[config.mk]
export PLATFORM = sky130hd
export DESIGN_NAME = psd_sqrt_cell
export DESIGN_NICKNAME = d
export VERILOG_FILES = /design/src/rtl/point_segment_distance_assert.svh /design/src/rtl/psd_pkg.sv /design/src/rtl/psd_sqrt_cell.sv
export SDC_FILE = /design/constraint.sdc
export NUM_CORES = 1
export LEC_CHECK = 0
export ABC_AREA = 1
export BUFFER_PORTS_ARGS = -buffer_cell sky130_fd_sc_hd__buf_2
export CAP_MARGIN = 25
export CORE_AREA = 2 2 377 379
export DETAILED_ROUTE_END_ITERATION = 10
export DIE_AREA = 0 0 379 381
export PLACE_DENSITY_LB_ADDON = 0.1
export SLEW_MARGIN = 30
export SYNTH_ARGS = -nofsm -noshare
export SYNTH_HDL_FRONTEND = slang
export SYNTH_SLANG_ARGS = --single-unit
[constraint.sdc]
create_clock -name clk -period 0.8 [get_ports clk]
set_clock_uncertainty 0.15 [all_clocks]
set_input_delay 0.08 -clock clk [delete_from_list [all_inputs] [get_ports clk]]
set_output_delay 0.08 -clock clk [all_outputs]
set_load 0.05 [all_outputs]
[src/rtl/point_segment_distance_assert.svh]
// Assertion macros used by the point to segment distance RTL
`ifndef POINT_SEGMENT_DISTANCE_ASSERT_SVH
`define POINT_SEGMENT_DISTANCE_ASSERT_SVH

`ifndef SYNTH
`define PSD_ASSERT_IMPLIES(lbl, ante, cons) \
    lbl: assert property (@(posedge clk) disable iff (!rst_n) (ante) |-> (cons)) \
        else $error("psd assertion failed");
`define PSD_ASSERT_NEXT(lbl, ante, cons) \
    lbl: assert property (@(posedge clk) disable iff (!rst_n) (ante) |=> (cons)) \
        else $error("psd assertion failed");
`else
`define PSD_ASSERT_IMPLIES(lbl, ante, cons)
`define PSD_ASSERT_NEXT(lbl, ante, cons)
`endif

`endif

[src/rtl/psd_pkg.sv]
// Shared types and constants of the point to segment distance block
package psd_pkg;

    localparam int MIN_LEN_W = 17;
    localparam logic [MIN_LEN_W-1:0] MIN_LEN_RESET = 17'd7;

    typedef enum logic [1:0] {
        PART_DEGEN    = 2'd0,
        PART_START    = 2'd1,
        PART_END      = 2'd2,
        PART_INTERIOR = 2'd3
    } part_t;

    typedef struct packed {
        logic valid;
        logic dot_pos;
        logic dot_ge;
    } sqrt_ctl_t;

    typedef struct packed {
        logic  valid;
        part_t part;
    } div_ctl_t;

endpackage

[src/rtl/psd_sqrt_cell.sv]
// One root bit of three integer square roots, with the side data handed along
module psd_sqrt_cell #(
    parameter int RW = 34,
    parameter int XW = 67
) (
    input  logic                       clk,
    input  logic                       rst_n,
    input  logic                       en,
    input  psd_pkg::sqrt_ctl_t         ctl_in,
    input  logic [2:0][2*RW-1:0]       rad_in,
    input  logic [2:0][RW+1:0]         rem_in,
    input  logic [2:0][RW-1:0]         root_in,
    input  logic [XW-1:0]              cross_in,
    output psd_pkg::sqrt_ctl_t         ctl_out,
    output logic [2:0][2*RW-1:0]       rad_out,
    output logic [2:0][RW+1:0]         rem_out,
    output logic [2:0][RW-1:0]         root_out,
    output logic [XW-1:0]              cross_out
);

    psd_pkg::sqrt_ctl_t   ctl_reg;
    logic [2:0][2*RW-1:0] rad_reg, rad_next;
    logic [2:0][RW+1:0]   rem_reg, rem_next;
    logic [2:0][RW-1:0]   root_reg, root_next;
    logic [XW-1:0]        cross_reg;

    always_comb
    begin
        logic [RW+1:0] r2;
        logic [RW+1:0] trial;
        for (int k = 0; k < 3; k++)
        begin
            r2    = {rem_in[k][RW-1:0], rad_in[k][2*RW-1 -: 2]};
            trial = {root_in[k], 2'b01};
            if (r2 >= trial)
            begin
                rem_next[k]  = r2 - trial;
                root_next[k] = {root_in[k][RW-2:0], 1'b1};
            end
            else
            begin
                rem_next[k]  = r2;
                root_next[k] = {root_in[k][RW-2:0], 1'b0};
            end
            rad_next[k] = {rad_in[k][2*RW-3:0], 2'b00};
        end
    end

    always_ff @(posedge clk or negedge rst_n)
    begin
        if (!rst_n)
        begin
            ctl_reg <= '0;
        end
        else if (en)
        begin
            ctl_reg <= ctl_in;
        end
    end

    always_ff @(posedge clk)
    begin
        if (en)
        begin
            rad_reg   <= rad_next;
            rem_reg   <= rem_next;
            root_reg  <= root_next;
            cross_reg <= cross_in;
        end
    end

    assign ctl_out   = ctl_reg;
    assign rad_out   = rad_reg;
    assign rem_out   = rem_reg;
    assign root_out  = root_reg;
    assign cross_out = cross_reg;

endmodule

==> results.md <==
- The run finished, with violations left.
- The final reports fail on negative hold slack, negative setup slack.
- Summing over every cut layer, the via total after detailed routing is 24856.
- The area share of fa/ha/maj cells after synthesis is 0.0556.
- The footprint of the multi-input gates is 12300 um^2.
- The worst min-delay path category is input port to flop.
- The count of buffer and inverter cells on the critical path is 1.
- The count of input and output buffers is 958.
- The areal power density over the cells is 1850 nW/um^2.
- The endpoint identified for the worst register-to-register timing path is ctl_out[1].
- The residual antenna-violating net count after detailed routing is 0.
- The maximum buffer depth of the clock tree is 3.
- The CTS tree is built.
- Sorting the synthesized cells by area gives the leading types as sky130_fd_sc_hd__edfxtp_1 59%, sky130_fd_sc_hd__nand2_1 14%, sky130_fd_sc_hd__inv_1 6.5%, sky130_fd_sc_hd__ha_1 5.6%, sky130_fd_sc_hd__nand3_1 2.7%.
- The critical path endpoint category is a primary output.
- The global route total overflow is 0.
- For this run, the top clock speed supported by timing is 0.590 GHz.
- The worst setup slack before clock tree synthesis is -1.56 ns.
- In this run, the number of DRC markers left after iteration 0 of detailed routing was 1047.
- Of the total synthesized cell area, the portion taken by XOR and XNOR cells is 0.0205.
- In the final layout, the share of cells above drive strength 1 is 0.549.
- Data on the critical path is required at its endpoint by 0.57 ns.
- The worst register-to-register path begins at ctl_out[1].
- The startpoint of the tightest hold check path is root_in[75].
- In this run the count of I/O pins placed on the die edge is 971.
- The initial antenna violation count is 18.
- Before antenna repair, the detailed router went through 5 iterations.
- Among all flip-flop cells after synthesis, the most frequent one is sky130_fd_sc_hd__edfxtp_1.
- In the routed layout, each cell is associated on average with a via count of 3.80.
- The maximum single-stage delay on the critical path is 0.55 ns.
- The synthesis-to-finish area growth is 115%.
- The synthesized-area fraction occupied by ao, oa, aoi and oai cells is 0.0314.
- The final layout contains routed wiring with a total length of 121 mm.
- The proportion of register bits with asynchronous set or reset after synthesis is 0.00628.
- The number of levels the H-tree was split into is 2.
- Counting the fill cells in the layout gives 14266.
- By count the netlist is led by 910 x sky130_fd_sc_hd__nand2_1, 475 x sky130_fd_sc_hd__edfxtp_1, 424 x sky130_fd_sc_hd__inv_1, 159 x sky130_fd_sc_hd__nor2_1, 131 x sky130_fd_sc_hd__nand3_1.
- Along the worst path, the maximum fanout reaches 1.
- The path depth of the worst reg2reg path is 1.
- Counting distinct cell types in the post-synthesis netlist gives 36.
- The routed design could run at a clock period as short as 1.69 ns.
- The class of the most critical setup path is flop to primary output.
- The number of max-slew violations in the final report is 0.
- In the routed design, unresolved DRC markers number 0.
- Of the total synthesized cell area, the portion taken by AND, OR, NAND and NOR gates is 0.225.
- The final-report setup violation count is 592.
- Of the post-synthesis cell area, the part taken by muxes is 0.00139.
- The post-synthesis cell count is 2562.
- The number of global-route vias before repair came to 25857.
- The reg-to-reg setup timing slack is -0.13 ns.
- In this run the cell area of the synthesized design comes to 24300 um^2.
- For this configuration, the core starts out at a cell density of 0.173.
- The analysis attributes to cell leakage a power of 23.7 nW.
- The portion of synthesized cell area occupied by the leading cell type is 0.586.
- The initialized floorplan defines 138 standard-cell rows.
- The number of clock buffers added by TritonCTS is 59.
- The startpoint of the most critical setup path is rad_out[106].
- The sequential cells in the finished layout cover a total of 14300 um^2.
- After detailed placement, the total cell area comes to 39000 um^2.
- Traced cell by cell, the critical path runs through buf_12.
- The die width is 379 um.
- The mean routed wirelength per cell is 18.6 um.
- The launching element type of the critical path is a flop.
- The area of all placed cells without fillers is 52400 um^2.
- The placer congestion estimate is 0.835.
- The Yosys warning count is 0.
- The net total in the final layout is 5184.
- Summed over all nets, the half-perimeter wirelength after detailed placement is 95.2 mm.
- The number of enable-type register cells in the synthesized netlist is 475.
- Grouping stages by cell kind, the critical path spends the most delay in flip-flops.
- Setup repair after global routing could not meet its margin everywhere.
- The cell depth of the worst min-delay path is 1.
- The final cell count without fillers is 6537.
- The tool flagged a number of max-cap violations equal to 0.
- The slowest cell on the critical path is sky130_fd_sc_hd__edfxtp_1.
- The share of the Yosys chip area taken by registers is 0.589.
- The die height is 381 um.
- Clock-pin slew was measured on the worst setup and hold paths at 0.07 ns.
- Synthesis inferred 478 register bits.
- The pin count of the biggest net entering global routing is 31.
- Final hold analysis gives a worst-case slack of -0.568 ns.
- The clock network latency to the later pin of the worst-skew pair is 0.67 ns.
- In the post-synthesis netlist, the cell with the most instances is sky130_fd_sc_hd__nand2_1.
- The total die area is 144000 um^2.
- Data arrives at the worst endpoint at 1.46 ns.
- The clock root buffer master is sky130_fd_sc_hd__clkbuf_16.
- The overall track demand over capacity in global routing is 0.161.
- The number of placed instances, taps included, is 5869.
- The post-route clock period utilization is 2.12.
- The number of hold violations in the final report was 682.
- In this run the standard cell core region covers 141000 um^2.
- CTS saw 478 sinks.
- The global-route wire length before repair is 171 mm.
- The average footprint of a synthesized cell is 9.49 um^2.
- VDD sags by at most 1.82 mV.
- The hold path endpoint is root_out[76].
- The biggest area contributor in the post-synthesis netlist is sky130_fd_sc_hd__edfxtp_1.
- By area, the combinational part of the netlist is dominated by simple AND/OR/NAND/NOR gates.
- After layout, the worst setup slack is -0.895 ns.
## flip-flops by register name (all words and copies together), names as in the netlist
| signal | cells |
|---|---|
| cross_out | 67 |
| ctl_out | 3 |
| rad_out | 198 |
| rem_out | 108 |
| root_out | 102 |
## cells by family after synthesis
| kind of cell | after synthesis |
|---|---|
| and+or+nand+nor | 1308 |
| buffers and inverters | 465 |
| xor gates and xnor gates | 57 |
| muxes | 3 |
| adders and majority gates | 108 |
| AOI/OAI and AO/OA | 142 |
| DFF | 478 |
| other | 1 |
## repair_timing
item                                    4_1_cts  5_1_grt
pin swaps                                   259      187
buffers inserted                             96       28
gates resized for setup                    1433      340
hold buffers                                364       51
gates cloned                                 24        2
endpoints found under the hold margin       953      893
endpoints found under the setup margin      592      592
## metrics by stage
| step | power, W | setup TNS (ns) | util |
|---|---|---|---|
| 2_1_floorplan | 0.0472 | -120.45 | - |
| 3_3_place_gp | 0.0607 | -331.77 | 0.277 |
| 3_5_place_dp | 0.0606 | -334.64 | 0.277 |
| 4_1_cts | 0.0972 | -416.69 | 0.360 |
| 5_1_grt | 0.101 | -427.67 | 0.373 |
| 6_report | 0.0968 | -388.29 | 0.373 |
## worst max-delay path by stage
stage,end,depth (start not counted)
global route,rad_out[106],1
finish,rad_out[106],1
global placement,rem_out[15],12
CTS,rad_out[106],1
floorplan,rem_out[96],16
detailed placement,rem_out[93],14
## cell usage in the layout (no fill, tap or decap), types with 9 or more instances in the layout
| cell type | count |
|---|---|
| sky130_fd_sc_hd__nor2_2 | 39 |
| sky130_fd_sc_hd__buf_6 | 439 |
| sky130_fd_sc_hd__nand3b_1 | 24 |
| sky130_fd_sc_hd__buf_8 | 24 |
| sky130_fd_sc_hd__nor3_1 | 12 |
| sky130_fd_sc_hd__buf_2 | 372 |
| sky130_fd_sc_hd__nand4_1 | 10 |
| sky130_fd_sc_hd__clkbuf_16 | 61 |
| sky130_fd_sc_hd__a21oi_2 | 37 |
| sky130_fd_sc_hd__inv_2 | 72 |
| sky130_fd_sc_hd__nand2_2 | 277 |
| sky130_fd_sc_hd__nand3_1 | 49 |
| sky130_fd_sc_hd__clkinv_1 | 12 |
| sky130_fd_sc_hd__nand2_1 | 536 |
| sky130_fd_sc_hd__ha_4 | 96 |
| sky130_fd_sc_hd__inv_4 | 32 |
| sky130_fd_sc_hd__nand3_4 | 25 |
| sky130_fd_sc_hd__a21oi_1 | 38 |
| sky130_fd_sc_hd__xor2_1 | 46 |
| sky130_fd_sc_hd__dlygate4sd3_1 | 415 |
| sky130_fd_sc_hd__a21oi_4 | 12 |
| sky130_fd_sc_hd__buf_16 | 17 |
| sky130_fd_sc_hd__clkinv_2 | 9 |
| sky130_fd_sc_hd__buf_4 | 542 |
| sky130_fd_sc_hd__clkinvlp_4 | 11 |
| sky130_fd_sc_hd__nor3_2 | 12 |
| sky130_fd_sc_hd__nor2_4 | 36 |
| sky130_fd_sc_hd__buf_12 | 177 |
| sky130_fd_sc_hd__edfxtp_1 | 475 |
| sky130_fd_sc_hd__ha_1 | 12 |
| sky130_fd_sc_hd__nand3_2 | 78 |
| sky130_fd_sc_hd__nand2_4 | 105 |
| sky130_fd_sc_hd__o21ai_0 | 26 |
| sky130_fd_sc_hd__inv_1 | 312 |
| sky130_fd_sc_hd__nor2_1 | 92 |
| sky130_fd_sc_hd__inv_6 | 10 |
| sky130_fd_sc_hd__diode_2 | 9 |
## where the power goes
part	total (W)	internal (W)	switching, W
sequential	0.0319	0.0305	0.00146
combinational	0.0371	0.0166	0.0205
clock	0.0278	0.0158	0.0119
## layer usage
layer  up-vias  wire length [um]  global-route usage
met2       676             59900               0.283
met3       136              8810              0.0472
met1     11663             49400               0.190
met4        16              3040              0.0407
met5         -               115                   0
li1      12365                 -                   -
## cell type report
| cell class | instances | share of cell area |
|---|---|---|
| timing repair inverter | 3 | 0.00107 |
| antenna | 9 | 0.000430 |
| inverter | 435 | 0.0359 |
| tap | 1890 | 0.0451 |
| multi-input combinational | 1624 | 0.235 |
| timing repair buffer | 1988 | 0.371 |
| clock inverter | 43 | 0.00881 |
| sequential | 478 | 0.274 |
| clock buffer | 67 | 0.0288 |
No activity file was read; power rests on OpenSTA's default activity.
