### src/rtl/point_segment_distance_assert.svh
// Assertion macros used by the point to segment distance RTL
`ifndef POINT_SEGMENT_DISTANCE_ASSERT_SVH
`define POINT_SEGMENT_DISTANCE_ASSERT_SVH

`ifndef SYNTH
`define PSD_ASSERT_IMPLIES(lbl, ante, cons) \
    lbl: assert property (@(posedge clk) disable iff (!rst_n) (ante) |-> (cons)) \
        else $error("psd assertion failed");
`define PSD_ASSERT_NEXT(lbl, ante, cons) \
    lbl: assert property (@(posedge clk) disable iff (!rst_n) (ante) |=> (cons)) \
        else $error("psd assertion failed");
`else
`define PSD_ASSERT_IMPLIES(lbl, ante, cons)
`define PSD_ASSERT_NEXT(lbl, ante, cons)
`endif

`endif

### src/rtl/psd_pkg.sv
// Shared types and constants of the point to segment distance block
package psd_pkg;

    localparam int MIN_LEN_W = 17;
    localparam logic [MIN_LEN_W-1:0] MIN_LEN_RESET = 17'd7;

    typedef enum logic [1:0] {
        PART_DEGEN    = 2'd0,
        PART_START    = 2'd1,
        PART_END      = 2'd2,
        PART_INTERIOR = 2'd3
    } part_t;

    typedef struct packed {
        logic valid;
        logic dot_pos;
        logic dot_ge;
    } sqrt_ctl_t;

    typedef struct packed {
        logic  valid;
        part_t part;
    } div_ctl_t;

endpackage

### src/rtl/psd_div_cell.sv
// One quotient bit of a restoring divide, with the result data handed along
module psd_div_cell #(
    parameter int RW = 34,
    parameter int QW = 35,
    parameter int OW = 33
) (
    input  logic                clk,
    input  logic                rst_n,
    input  logic                en,
    input  psd_pkg::div_ctl_t   ctl_in,
    input  logic [QW-1:0]       num_in,
    input  logic [QW-1:0]       quo_in,
    input  logic [RW-1:0]       rem_in,
    input  logic [RW-1:0]       len_in,
    input  logic [OW-1:0]       dist_in,
    output psd_pkg::div_ctl_t   ctl_out,
    output logic [QW-1:0]       num_out,
    output logic [QW-1:0]       quo_out,
    output logic [RW-1:0]       rem_out,
    output logic [RW-1:0]       len_out,
    output logic [OW-1:0]       dist_out
);

    psd_pkg::div_ctl_t ctl_reg;
    logic [QW-1:0]     num_reg, quo_reg, quo_next;
    logic [RW-1:0]     rem_reg, rem_next, len_reg;
    logic [OW-1:0]     dist_reg;
    logic [RW:0]       r2, diff;
    logic              ge;

    assign r2   = {rem_in, num_in[QW-1]};
    assign diff = r2 - {1'b0, len_in};
    assign ge   = (r2 >= {1'b0, len_in});
    assign rem_next = ge ? diff[RW-1:0] : r2[RW-1:0];
    assign quo_next = {quo_in[QW-2:0], ge};

    always_ff @(posedge clk or negedge rst_n)
    begin
        if (!rst_n)
        begin
            ctl_reg <= '0;
        end
        else if (en)
        begin
            ctl_reg <= ctl_in;
        end
    end

    always_ff @(posedge clk)
    begin
        if (en)
        begin
            num_reg  <= {num_in[QW-2:0], 1'b0};
            quo_reg  <= quo_next;
            rem_reg  <= rem_next;
            len_reg  <= len_in;
            dist_reg <= dist_in;
        end
    end

    assign ctl_out  = ctl_reg;
    assign num_out  = num_reg;
    assign quo_out  = quo_reg;
    assign rem_out  = rem_reg;
    assign len_out  = len_reg;
    assign dist_out = dist_reg;

endmodule

### config.mk
export PLATFORM = sky130hd
export DESIGN_NAME = psd_div_cell
export DESIGN_NICKNAME = d
export VERILOG_FILES = /design/src/rtl/point_segment_distance_assert.svh /design/src/rtl/psd_pkg.sv /design/src/rtl/psd_div_cell.sv
export SDC_FILE = /design/constraint.sdc
export NUM_CORES = 1
export LEC_CHECK = 0
export BUFFER_PORTS_ARGS = -buffer_cell sky130_fd_sc_hd__buf_4
export CAP_MARGIN = 30
export CORE_MARGIN = 8
export CORE_UTILIZATION = 37
export CTS_CLUSTER_DIAMETER = 40
export CTS_CLUSTER_SIZE = 16
export DETAILED_ROUTE_END_ITERATION = 8
export PLACE_DENSITY = 0.66
export SYNTH_ARGS = -nofsm -noshare
export SYNTH_HDL_FRONTEND = slang
export SYNTH_SLANG_ARGS = --single-unit
export TNS_END_PERCENT = 50
### constraint.sdc
create_clock -name clk -period 2 [get_ports clk]
set_clock_uncertainty 0.2 [all_clocks]
set_input_delay 0.1 -clock clk [delete_from_list [all_inputs] [get_ports clk]]
set_output_delay 0.1 -clock clk [all_outputs]
set_load 0.1 [all_outputs]
==> flow_summary.json, run 1 <==
{
  "outcome": "complete, but fails checks",
  "violations": "negative hold slack, negative setup slack",
  "antenna_found_initial": 1,
  "netlist_area_um2": 7620,
  "rows": 52,
  "setup_violations": 34,
  "synthCells": 538,
  "ant_nets": 0,
  "cpMaxStageDelayCell": "fa_2",
  "initial_core_util_pct": 37.7,
  "cp.arrival_ns": 2.18,
  "final_core_util_pct": 73.2,
  "ys_warn_count": 0,
  "clockRootBuffer": "clkbuf_16",
  "crit_family": "compound AO/OA/AOI/OAI gates",
  "whs_endpoint": "len_out[0]",
  "path_class": "in -> reg",
  "grt_pass1_wl_mm": 45.7,
  "clk_pin_slew_ns": 0.07,
  "drv_cap": 0,
  "ys.flop_type": "edfxtp_1",
  "die_x_um": 160,
  "fin_crit_sh_pct": 110,
  "power.leakage_nw": 6.44,
  "required_ns": 1.98,
  "critPathMaxStageDelay_ns": 0.34,
  "numCtsBuffers": 17,
  "first_iter_violations": 428,
  "hold_path_class": "in -> reg",
  "htree_levels": 4,
  "ys_types": 58,
  "cts_tree": "done",
  "first_pass_iters": 4,
  "gp_congestion": 0.846,
  "ys_seq_elements": 173,
  "yosys.area.top_type_share_pct": 67.0,
  "wl_per_cell_um": 20.1,
  "max_freq_mhz": 454,
  "ys_async_sr_fraction_pct": 1.73,
  "end_kind": "register",
  "crit_chain": "buf_12 > inv_12 > ha_4 > inv_2 > fa_2 > a21oi_2 > o221ai_2 > a31oi_4 > buf_4 > o41ai_4 > o221ai_2 > o21ai_1 > xor2_1 > mux2_4",
  "port_buffers": 348,
  "totalWireLength_mm": 30.4,
  "power_density_nw_per_um2": 885,
  "viasPerCell": 4.74,
  "grt_pass1_vias": 7741,
  "hold_depth": 1,
  "start_kind": "primary input",
  "drive_above_1_share_pct": 52.8,
  "setup_tns_ns": -3.13,
  "vias": 7142,
  "synthesis.nets": 750,
  "num-fill-cells": 1274,
  "synth_edf_count": 170,
  "clkLatencyLatePin_ns": 0.42,
  "drcViolationCount": 0,
  "hold_viol": 2,
  "ios": 351,
  "cts_sinks": 173,
  "setup_ws_ns": -0.201,
  "min-delay-start": "len_in[0]",
  "cts.path.max_buffers": 2,
  "dp_hpwl_mm": 20.5,
  "fp.dieArea_um2": 25500,
  "period_needed_ns": 2.20,
  "synthTopCellsByArea": "edfxtp_1 67%, ha_1 5.6%, a21oi_1 3.5%",
  "grt_overflow": 0,
  "reg2regPathDepth": 2,
  "rrSetupSlack_ns": 0.47,
  "grt_max_degree": 73,
  "vdd_drop_max_v": 0.000582,
  "rsz0062_at_grt": "true",
  "drv_slew": 0,
  "path_buf_inv": 4,
  "crit_fanout": 3,
  "power_w": 0.0131,
  "syn_area_per_cell_um2": 14.2,
  "yosysSeqAreaShare_pct": 67.9,
  "core_area_um2": 20200,
  "track_usage_pct": 23.1,
  "nNetsFinal": 1435,
  "r2r-end": "ctl_out[2]",
  "die_height_um": 160,
  "reg2reg_from": "ctl_out[2]",
  "holdWs_ns": -0.313,
  "yosysTopAreaCell": "edfxtp_1",
  "cpMostUsedCell": "o221ai_2",
  "area_growth_pct": 94.4
}
## metrics by stage
step	instances	setup slack, ns	instance area (um^2)
after global routing	1507	-0.366	14800
final	1507	-0.201	14800
after detailed placement	1276	-0.832	11900
after floorplan	538	-0.389	7990
after global placement	1276	-0.807	11900
after CTS	1501	-0.178	14600
## Yosys cell counts, types with 2 or more instances
cell type and count:
edfxtp_1 170, a21oi_1 53, inv_1 47, nor2_1 39, ha_1 34, nand2_1 25
xnor2_1 16, xor2_1 16, a21o_1 12, o21ai_0 10, nand3_1 9, mux2_4 7
nand4_1 6, nor3_1 6, o21ai_1 6, o21bai_1 6, mux2_2 5, o21a_1 5
a21oi_2 4, a31oi_1 4, buf_2 4, buf_6 4, and2_1 3, dfrtp_1 3
nor2b_1 3, o31ai_1 3, a221oi_1 2, and3_1 2, clkbuf_1 2, o2111ai_1 2
o21ai_2 2, or3_1 2
## state kept, by name (all words and copies together) (netlist names)
name and count:
num_out 34, rem_out 34, dist_out 33, len_out 34, ctl_out 3, quo_out 35
## kinds of logic after synthesis
logic type                 synth area share (%)
DFF                                        67.9
other                                    0.0492
muxes                                      2.12
AOI/OAI and AO/OA                          11.2
buffers and inverters                      3.43
adders and majority gates                  5.84
and+or+nand+nor                            5.79
xor gates and xnor gates                   3.68
## how the worst max path moves through the flow
stage                        to  cells past startpoint        from  slack, ns
floorplan           rem_out[32]                     12  num_in[34]      -0.39
global placement     rem_out[1]                     12   len_in[2]      -0.81
detailed placement   rem_out[1]                     12   len_in[5]      -0.83
CTS                 rem_out[32]                     11   len_in[4]      -0.18
global route        rem_out[24]                     13  num_in[34]      -0.37
finish              rem_out[32]                     14  num_in[34]      -0.20
## layout make-up
class                           count  area, um^2  share of cell area [%]
Inverter                           47         211                    1.43
Antenna cell                        1        2.50                  0.0169
Multi-Input combinational cell    306        2810                    19.0
Clock buffer                       18         429                    2.90
Clock inverter                     14         150                    1.01
Timing Repair Buffer              678        5700                    38.4
Tap cell                          270         338                    2.28
Sequential cell                   173        5180                    35.0
## power by group
part | internal [W] | switching (W)
clock network | 0.00167 | 0.00162
registers | 0.00439 | 0.000119
logic | 0.00171 | 0.00360
## routing by layer
layer  up-vias  wire (um)  GRT usage [%]  part of all wire (%)
met4         0        807           8.32                   2.7
li1       3374          -              -                     -
met1      3423      11500           25.5                    38
met3        43       2130           6.62                   7.0
met2       302      16000           41.4                    53
met5         -          0              0                     0
## cells in the final DEF (no fill, tap or decap), types with 4 or more instances in the layout
cell type	instances
mux2_4	9
ha_4	24
clkbuf_16	18
a21oi_1	35
o21bai_1	5
o21a_1	5
buf_12	6
buf_6	14
xnor2_1	16
nor2_1	29
ha_1	8
inv_8	6
buf_4	479
nand3_1	8
nand4_1	6
inv_2	10
a21oi_4	5
clkinv_4	4
dlygate4sd3_1	175
o21ai_1	9
a21oi_2	18
a21o_1	12
nor2_2	10
edfxtp_1	170
xor2_1	15
o21ai_0	4
inv_1	32
nor3_1	6
nand2_1	24
## what timing repair did
item                                    4_1_cts  5_1_grt
gates cloned                                  1        0
hold endpoints to repair                    206        3
buffers inserted                             19        4
endpoints found under the setup margin       35       34
resized for setup                            65       30
pin swaps                                    27        3
hold buffers                                174        1
Note: power is estimated with default switching activity, not from simulation.
==> run 2, diff against run 1 <==
--- a/config.mk
+++ b/config.mk
@@ -13,6 +13,7 @@
 export CTS_CLUSTER_SIZE = 16
 export DETAILED_ROUTE_END_ITERATION = 8
 export PLACE_DENSITY = 0.66
+export SKIP_LAST_GASP = 1
 export SYNTH_ARGS = -nofsm -noshare
 export SYNTH_HDL_FRONTEND = slang
 export SYNTH_SLANG_ARGS = --single-unit
==> run 2 against run 1 <==
Effect of this change: critical path type unchanged; via count increased by 0.38%; sequential cell count stayed put; the run still ends with negative hold slack, negative setup slack left; global-route usage is 0.11 points lower; non-clock buffer count grew 5; clock power barely moved; combinational power about the same; core utilization up 0.15 points; first-iteration DRC count decreased by 4.9%; total power increased by 0.12%; critical path depth is the same.
==> flow_summary.json, run 2 (same netlist as run 1, synthesis figures left out) <==
{
  "track_usage_pct": 23.0,
  "vias": 7169,
  "switching_share_pct": 40.8,
  "layout_commonest_cell": "buf_4",
  "setup_violations": 34,
  "crit_chain": "buf_12 > inv_12 > ha_4 > inv_2 > fa_2 > a21oi_2 > o221ai_2 > a31oi_4 > o21ai_4 > buf_4 > a21o_1 > buf_4 > xnor2_1 > mux2_4",
  "pwr-share-clk_pct": 25.2,
  "drv_cap": 0,
  "drv_slew": 0,
  "antenna_found_initial": 1,
  "pre_cts_ws_ns": -0.832,
  "max_freq_mhz": 452,
  "cts.path.max_buffers": 2,
  "first_pass_iters": 5,
  "core_area_um2": 20200,
  "gp_congestion": 0.846,
  "setup_ws_ns": -0.213,
  "holdWs_ns": -0.315,
  "numCtsBuffers": 17,
  "htree_levels": 4,
  "largest_register_ff_count": 35,
  "p_switching_w": 0.00535,
  "start_kind": "primary input",
  "fp.dieArea_um2": 25500,
  "ant_nets": 0,
  "cpMostUsedCell": "buf_4",
  "period_needed_ns": 2.21,
  "hold_viol": 2,
  "clkLatencyLatePin_ns": 0.42,
  "rows": 52,
  "cpMaxStageDelayCell": "fa_2",
  "rsz0062_at_grt": "true",
  "drcViolationCount": 0,
  "power_density_nw_per_um2": 884,
  "clockRootBuffer": "clkbuf_16",
  "required_ns": 1.99,
  "fin_crit_sh_pct": 111,
  "drive_above_1_share_pct": 52.9,
  "outcome": "complete, but fails checks",
  "clk_pin_slew_ns": 0.08,
  "die_x_um": 160,
  "die_height_um": 160,
  "end_kind": "register",
  "totalWireLength_mm": 30.6,
  "port_buffers": 348,
  "nNetsFinal": 1440,
  "seqPwrFrac_pct": 34.4,
  "ios": 351,
  "final_cell_mix": "485 x buf_4, 175 x dlygate4sd3_1, 170 x edfxtp_1, 38 x a21oi_1",
  "wl_per_cell_um": 20.2,
  "violations": "negative hold slack, negative setup slack",
  "cp.arrival_ns": 2.20,
  "grt_pass1_vias": 7690,
  "grt_overflow": 0,
  "viasPerCell": 4.74,
  "crit_fanout": 3,
  "dp_hpwl_mm": 20.5,
  "area_growth_pct": 94.8,
  "power.leakage_nw": 6.46,
  "first_iter_violations": 407,
  "hold_path_class": "in -> reg",
  "initial_core_util_pct": 37.7,
  "cts_tree": "done",
  "power.internal_w": 0.00778,
  "vdd_drop_max_v": 0.000583,
  "critPathMaxStageDelay_ns": 0.34,
  "grt_pass1_wl_mm": 45.4,
  "setup_tns_ns": -3.43,
  "grt_max_degree": 73,
  "combPwrFrac_pct": 40.5,
  "cts_sinks": 173,
  "num-fill-cells": 1267,
  "path_class": "in -> reg"
}
-- run 2: cell count changes in the layout (fill, tap and decap cells not counted), sizes merged --
cell / change
buf: +5
-- run 2: worst max-delay path, delay by kind of cell --
kind            cells  cell delay, ns
compound gates      5            0.79
fa+ha+maj           2            0.47
buf+inv             5            0.47
mux                 1            0.25
xor+xnor            1            0.12
-- run 2: layout make-up --
cell class	count	area [um^2]	area share, %
clock buffer	18	429	2.89
inverter	47	211	1.42
timing repair buffer	683	5730	38.6
multi-input combinational	306	2810	18.9
tap	270	338	2.27
clock inverter	14	150	1.01
sequential	173	5180	34.9
antenna	1	2.50	0.0168
-- run 2: stage by stage --
step	util (%)	std cells	cell area (um^2)	total power, W
final	73.4	1512	14900	0.0131
after global routing	73.4	1512	14900	0.0135
after floorplan	-	538	7990	0.00787
after detailed placement	58.7	1276	11900	0.00930
after global placement	58.7	1276	11900	0.00926
after CTS	72.1	1501	14600	0.0130
-- run 2: power by group through the flow --
stage | Clock, W | Sequential, W | Combinational [W]
floorplan | 0 | 0.00705 | 0.000823
global placement | 0 | 0.00456 | 0.00470
detailed placement | 0 | 0.00457 | 0.00473
CTS | 0.00334 | 0.00449 | 0.00518
global route | 0.00347 | 0.00454 | 0.00551
finish | 0.00331 | 0.00451 | 0.00532
-- run 2: worst paths after layout --
| check | cells after the start | slack [ns] | start | end |
|---|---|---|---|---|
| max in group asynchronous | 3 | 0.98 | rst_n | ctl_out[2] |
| worst min register to register | 1 | 0.38 | ctl_out[1] | ctl_out[1] |
| min in group asynchronous | 3 | 0.44 | rst_n | ctl_out[1] |
| worst max register to register | 2 | 0.46 | ctl_out[2] | ctl_out[2] |
| worst max-delay path | 14 | -0.21 | num_in[34] | rem_out[16] |
| worst min-delay path | 1 | -0.31 | len_in[0] | len_out[0] |
-- run 2: what timing repair did --
item	CTS	global route
setup buffers	19	9
cloned	1	0
hold buffers	174	1
endpoints found under the setup margin	35	35
endpoints found under the hold margin	206	3
resized for setup	53	42
pin swaps	25	19
-- run 2: layer usage --
layer	vias to the layer above	wire length (um)	global-route usage, %
li1	3389	-	-
met1	3434	11500	25.4
met2	303	16200	41.3
met3	43	2160	6.62
met4	0	782	8.02
met5	-	0	0
